==> src/ctmh_pkg.sv <==
// Package for the circular two-means heading core: shared types, constants, CORDIC table.
// Used by the design modules of the block; no dependencies.
package ctmh_pkg;

    localparam int unsigned DEF_MAX_SAMPLES  = 1024;
    localparam int unsigned DEF_ANGLE_BITS   = 16;
    localparam int unsigned DEF_CORDIC_STEPS = 16;
    localparam logic [7:0]  LIMIT_RESET      = 8'd100;
    localparam int unsigned HEAD_W           = 16;
    localparam int unsigned PATH_W           = 3;
    localparam int unsigned CNT_W            = 11;
    // sums are kept wide enough for any set size
    localparam int unsigned SUM_W            = 40;
    // atan2 works on sums times 2^16 plus CORDIC growth
    localparam int unsigned VEC_W            = 64;

    typedef enum logic [2:0] {
        PATH_SINGLE   = 3'd0,
        PATH_NOCONV   = 3'd1,
        PATH_ONE      = 3'd2,
        PATH_CLOSE    = 3'd3,
        PATH_FLIP     = 3'd4
    } t_path;

    typedef enum logic [3:0] {
        ST_LOAD,
        ST_SEED,
        ST_ITER_START,
        ST_WALK,
        ST_VEC0_START,
        ST_VEC0_WAIT,
        ST_VEC1_START,
        ST_VEC1_WAIT,
        ST_CHECK,
        ST_FINAL_START,
        ST_FINAL_WAIT,
        ST_OUT
    } t_state;

    // commands from controller to datapath
    typedef struct packed {
        logic store;        // write incoming angle
        logic clr_count;    // restart loading
        logic seed_start;   // begin min search pass
        logic iter_start;   // clear sums, start walk
        logic vec0_start;   // atan2 of cluster 0
        logic vec1_start;   // atan2 of cluster 1
        logic check;        // update means, convergence test
        logic final_start;  // pick final path, start final atan2
        logic out_load;     // capture result word
    } t_cmd;

    // status from datapath to controller
    typedef struct packed {
        logic seed_done;
        logic walk_done;
        logic vec_done;
        logic conv;
        logic single;
        logic need_vec;     // final path needs atan2
        logic iter_over;    // iteration limit reached
    } t_stat;

    function automatic logic [31:0] atan_entry(input logic [4:0] i);
        logic [31:0] r;
        unique case (i)
            5'd0:  r = 32'h20000000; 5'd1:  r = 32'h12E4051E;
            5'd2:  r = 32'h09FB385B; 5'd3:  r = 32'h051111D4;
            5'd4:  r = 32'h028B0D43; 5'd5:  r = 32'h0145D7E1;
            5'd6:  r = 32'h00A2F61E; 5'd7:  r = 32'h00517C55;
            5'd8:  r = 32'h0028BE53; 5'd9:  r = 32'h00145F2F;
            5'd10: r = 32'h000A2F98; 5'd11: r = 32'h000517CC;
            5'd12: r = 32'h00028BE6; 5'd13: r = 32'h000145F3;
            5'd14: r = 32'h0000A2FA; 5'd15: r = 32'h0000517D;
            5'd16: r = 32'h000028BE; 5'd17: r = 32'h0000145F;
            5'd18: r = 32'h00000A30; 5'd19: r = 32'h00000518;
            5'd20: r = 32'h0000028C; 5'd21: r = 32'h00000146;
            5'd22: r = 32'h000000A3; 5'd23: r = 32'h00000051;
            5'd24: r = 32'h00000029; 5'd25: r = 32'h00000014;
            5'd26: r = 32'h0000000A; 5'd27: r = 32'h00000005;
            5'd28: r = 32'h00000003; 5'd29: r = 32'h00000001;
            5'd30: r = 32'h00000001; default: r = 32'h00000000;
        endcase
        return r;
    endfunction

endpackage

==> src/ctmh_ctrl.sv <==
// Controller state machine: loading, seeding, k-means iterations and result handoff.
// Depends on ctmh_pkg for state and command types.
module ctmh_ctrl
    import ctmh_pkg::*;
(
    input  logic  i_clk,
    input  logic  i_rst_n,
    input  logic  i_in_valid,
    input  logic  i_in_last,
    output logic  o_in_ready,
    output logic  o_out_valid,
    input  logic  i_out_ready,
    input  t_stat i_stat,
    output t_cmd  o_cmd
);
    t_state r_state, n_state;
    logic   w_acc;

    assign w_acc = i_in_valid && o_in_ready;

    always_ff @(posedge i_clk) begin
        if (!i_rst_n) r_state <= ST_LOAD;
        else          r_state <= n_state;
    end

    // next state
    always_comb begin
        n_state = r_state;
        unique case (r_state)
            ST_LOAD:        if (w_acc && i_in_last) n_state = ST_SEED;
            ST_SEED:        if (i_stat.single) n_state = ST_OUT;
                            else if (i_stat.seed_done) n_state = ST_ITER_START;
            ST_ITER_START:  n_state = i_stat.iter_over ? ST_FINAL_START : ST_WALK;
            ST_WALK:        if (i_stat.walk_done) n_state = ST_VEC0_START;
            ST_VEC0_START:  n_state = ST_VEC0_WAIT;
            ST_VEC0_WAIT:   if (i_stat.vec_done) n_state = ST_VEC1_START;
            ST_VEC1_START:  n_state = ST_VEC1_WAIT;
            ST_VEC1_WAIT:   if (i_stat.vec_done) n_state = ST_CHECK;
            ST_CHECK:       n_state = i_stat.conv ? ST_FINAL_START : ST_ITER_START;
            ST_FINAL_START: n_state = ST_FINAL_WAIT;
            ST_FINAL_WAIT:  if (!i_stat.need_vec || i_stat.vec_done) n_state = ST_OUT;
            ST_OUT:         if (i_out_ready) n_state = ST_LOAD;
            default:        n_state = ST_LOAD;
        endcase
    end

    // outputs
    always_comb begin
        o_cmd       = '0;
        o_in_ready  = (r_state == ST_LOAD);
        o_out_valid = 1'b0;
        unique case (r_state)
            ST_LOAD:        o_cmd.store = w_acc;
            ST_SEED:        o_cmd.seed_start = 1'b0;
            ST_ITER_START:  o_cmd.iter_start = !i_stat.iter_over;
            ST_VEC0_START:  o_cmd.vec0_start = 1'b1;
            ST_VEC1_START:  o_cmd.vec1_start = 1'b1;
            ST_CHECK:       o_cmd.check = 1'b1;
            ST_FINAL_START: o_cmd.final_start = 1'b1;
            ST_FINAL_WAIT:  o_cmd.out_load = !i_stat.need_vec || i_stat.vec_done;
            ST_OUT: begin
                o_out_valid     = 1'b1;
                o_cmd.clr_count = i_out_ready;
            end
            default: ;
        endcase
        // seed search starts on the cycle the last word lands
        if (r_state == ST_LOAD && w_acc && i_in_last) o_cmd.seed_start = 1'b1;
        if (r_state == ST_SEED && i_stat.single) o_cmd.out_load = 1'b1;
    end
endmodule

==> config.mk <==
export PLATFORM = sky130hd
export DESIGN_NAME = ctmh_ctrl
export DESIGN_NICKNAME = d
export VERILOG_FILES = /design/src/ctmh_pkg.sv /design/src/ctmh_ctrl.sv
export SDC_FILE = /design/constraint.sdc
export NUM_CORES = 1
export LEC_CHECK = 0
export ABC_AREA = 1
export CAP_MARGIN = 20
export CORE_AREA = 2 2 39 41
export DETAILED_ROUTE_END_ITERATION = 6
export DIE_AREA = 0 0 41 43
export DONT_BUFFER_PORTS = 1
export GPL_TIMING_DRIVEN = 1
export PLACE_DENSITY_LB_ADDON = 0.12
export SYNTH_ARGS = -nofsm -noshare
export SYNTH_HDL_FRONTEND = slang
export SYNTH_SLANG_ARGS = --single-unit
==> constraint.sdc <==
create_clock -name i_clk -period 1.8 [get_ports i_clk]
set_input_delay 0 -clock i_clk [delete_from_list [all_inputs] [get_ports i_clk]]
set_output_delay 0 -clock i_clk [all_outputs]
set_load 0.005 [all_outputs]
==> results.md <==
* Status: finished clean
* Tightest Pin Transition at 235 ps
* Worst Path Required at 1960 ps
* Synth Net Count at 103
* Synthesis Warnings at 0
* Crit path cell chain: nand2_2 > inv_2 > nand3_1 > nand2_2 > nor2_4 > nand3_1 > a21oi_1 > dlygate4sd3_1
* Worst path slowest cell: dlygate4sd3_1
* H-tree Lvls at 1
* Post-Syn Area at 493 µm²
* Register area share after synthesis at 0.162
* Pwr Density at 1630 mW/mm²
* Critical path peak fanout at 7
* Clock Tree Buf Depth at 2
* Root buf cell: clkbuf_4
* Post-route ant nets at 0
* Die area at 0.00176 mm²
* Routed WL at 1180 µm
* Top reg by flops: r_state
* Clk Latency, worst-skew pair at 230 ps
* Period minus WS final at 1680 ps
* Initial antenna violation count at 0
* CP arrival at 1840 ps
* DP Worst Slack at 478 ps
* Num ports at 23
* Clock sinks at 4
* Commonest non-fill, non-tap cell in the layout: nand2_1
* DRC errors left at 0
* Final hold violation count at 0
* Vias in the first global route at 474
* Post-synthesis register bit count at 4
* Pre-antenna DRT Iters at 4
* Height of the die at 43 µm
* Yosys cell types at 16
* Total CTS buffers at 3
* DIE WIDTH at 41 µm
* Dpl hpwl at 1010 µm
* Global Route Usage Sum at 0.159
* Final setup viols at 0
* # rows at 14
* CORE AREA at 0.00138 mm²
* Slew Viols, Final at 0
* Worst Setup End Kind: flip-flop
* Starting Density at 0.356
* Ant diodes at 0
* Largest regs: r_state (4)
* Layout cells sized above 1 at 0.292
* Fmax at 596 MHz
* Initial detailed-routing violation count at 7
* Vias/cell at 4.84
* CTS tree: built
* Nets at 110
* PortBufs at 0
* Area Overhead vs Synth at 15.7%
* Routed length per instance at 10.5 µm
* Maximum VDD drop at 0.663 mV
* HP Class: primary input to flip-flop
* Final worst slack at 123 ps
* Vias at 542
* RD Place Congestion at 0.754
* Slew headroom at 0.843
* Post-Synthesis Cells at 91
* Leak pwr at 0.301 nW
* Largest net degree at the start of global routing at 8
* Max Clock Skew at 0.896 ps
* First-pass GRT wire length at 1900 µm
* Largest stage delay, worst path at 560 ps
* Post-CTS Setup Bufs at 0
* Most frequent cells in the layout: nand2_1, nor2_1, inv_1
* Total grt overflow at 0
* Critical path launch point type: flip-flop
* Max reg flops at 4
* Fin Setup TNS at 0 ps
* Mean post-synth cell area at 5.42 µm²
* Maxcap violations at 0
* Worst Path Class, Setup: flip-flop to flip-flop
* Period utilization at 0.931
* RSZ-0062 raised after global routing: false
* Worst-path clk slew at 40 ps
[metal layers]
metal	GRT usage	vias to the layer above	share of wire	wire, µm
li1	-	289	-	-
met1	0.183	232	0.41	478
met2	0.269	19	0.53	628
met3	0.0314	2	0.058	68
met4	0.0600	0	0.0042	5
met5	0	-	0	0
[final cells by class]
class                      count  area (µm²)
fill                         168         813
multi-input combinational     68         352
sequential                     4        85.1
inverter                      19        71.3
clock buffer                   3        22.5
timing repair buffer           2        20.0
tap                           16        20.0
[repair_timing]
| action | CTS | global route |
|---|---|---|
| endpoints found under the setup margin | 0 | 1 |
| hold buffers | 2 | 0 |
| gates resized for setup | 0 | 6 |
| endpoints found under the hold margin | 4 | 0 |
[synth_stat cells]
cell type / instances / share of area
nor3b_1: 1 / 0.015
dfxtp_1: 4 / 0.16
inv_1: 14 / 0.11
nor2_1: 17 / 0.13
nand3_1: 7 / 0.071
nand2_1: 18 / 0.14
o21ai_0: 4 / 0.041
nor3_1: 1 / 0.010
a21oi_1: 2 / 0.020
or2_2: 1 / 0.013
a21oi_4: 1 / 0.033
nand2_2: 6 / 0.076
nor2_2: 6 / 0.076
inv_2: 5 / 0.038
nand4_1: 2 / 0.025
nor2_4: 2 / 0.046
[power breakdown]
group	total (mW)	internal, mW	leakage (nW)	switching (mW)
sequential	0.198	0.133	0.0344	0.0647
combinational	0.628	0.215	0.253	0.414
clock	0.106	0.0743	0.0138	0.0321
[cells by family (layout without fill, tap and decap cells)]
group / Yosys count / count (layout) / synth area share
buffers and inverters: 19 / 24 / 0.145
DFF: 4 / 4 / 0.162
AOI/OAI and AO/OA: 7 / 7 / 0.0939
and+or+nand+nor: 61 / 61 / 0.599
[worst max-delay path, delay by kind of cell, from the launching register on]
kind            cells  cell delay (ps)
flops               1              350
compound gates      1              130
buf+inv             2              620
simple gates        5              510
[per-stage QoR]
| stage | total power [mW] | instance area (µm²) | utilization | hold WS, ps | instances |
|---|---|---|---|---|---|
| after global placement | 0.808 | 513 | 0.371 | 99.6 | 107 |
| after CTS | 0.918 | 556 | 0.401 | 81.6 | 112 |
| final | 0.932 | 571 | 0.412 | 99.3 | 112 |
| after detailed placement | 0.793 | 513 | 0.371 | 107 | 107 |
| after floorplan | 0.684 | 493 | - | 92.9 | 91 |
| after global routing | 1.05 | 571 | 0.412 | 117 | 112 |
[worst paths after layout]
| check | startpoint | endpoint | slack, ps | cells past startpoint |
|---|---|---|---|---|
| setup reg to reg | r_state[0]$_SDFFE_PN0P_ | r_state[2]$_SDFFE_PN0P_ | 120 | 8 |
| hold reg to reg | r_state[0]$_SDFFE_PN0P_ | r_state[0]$_SDFFE_PN0P_ | 580 | 2 |
| setup / recovery | r_state[0]$_SDFFE_PN0P_ | r_state[2]$_SDFFE_PN0P_ | 120 | 8 |
| hold / removal | i_stat[0] | r_state[3]$_SDFFE_PN0P_ | 100 | 4 |
Note: power is estimated with default switching activity, not from simulation.
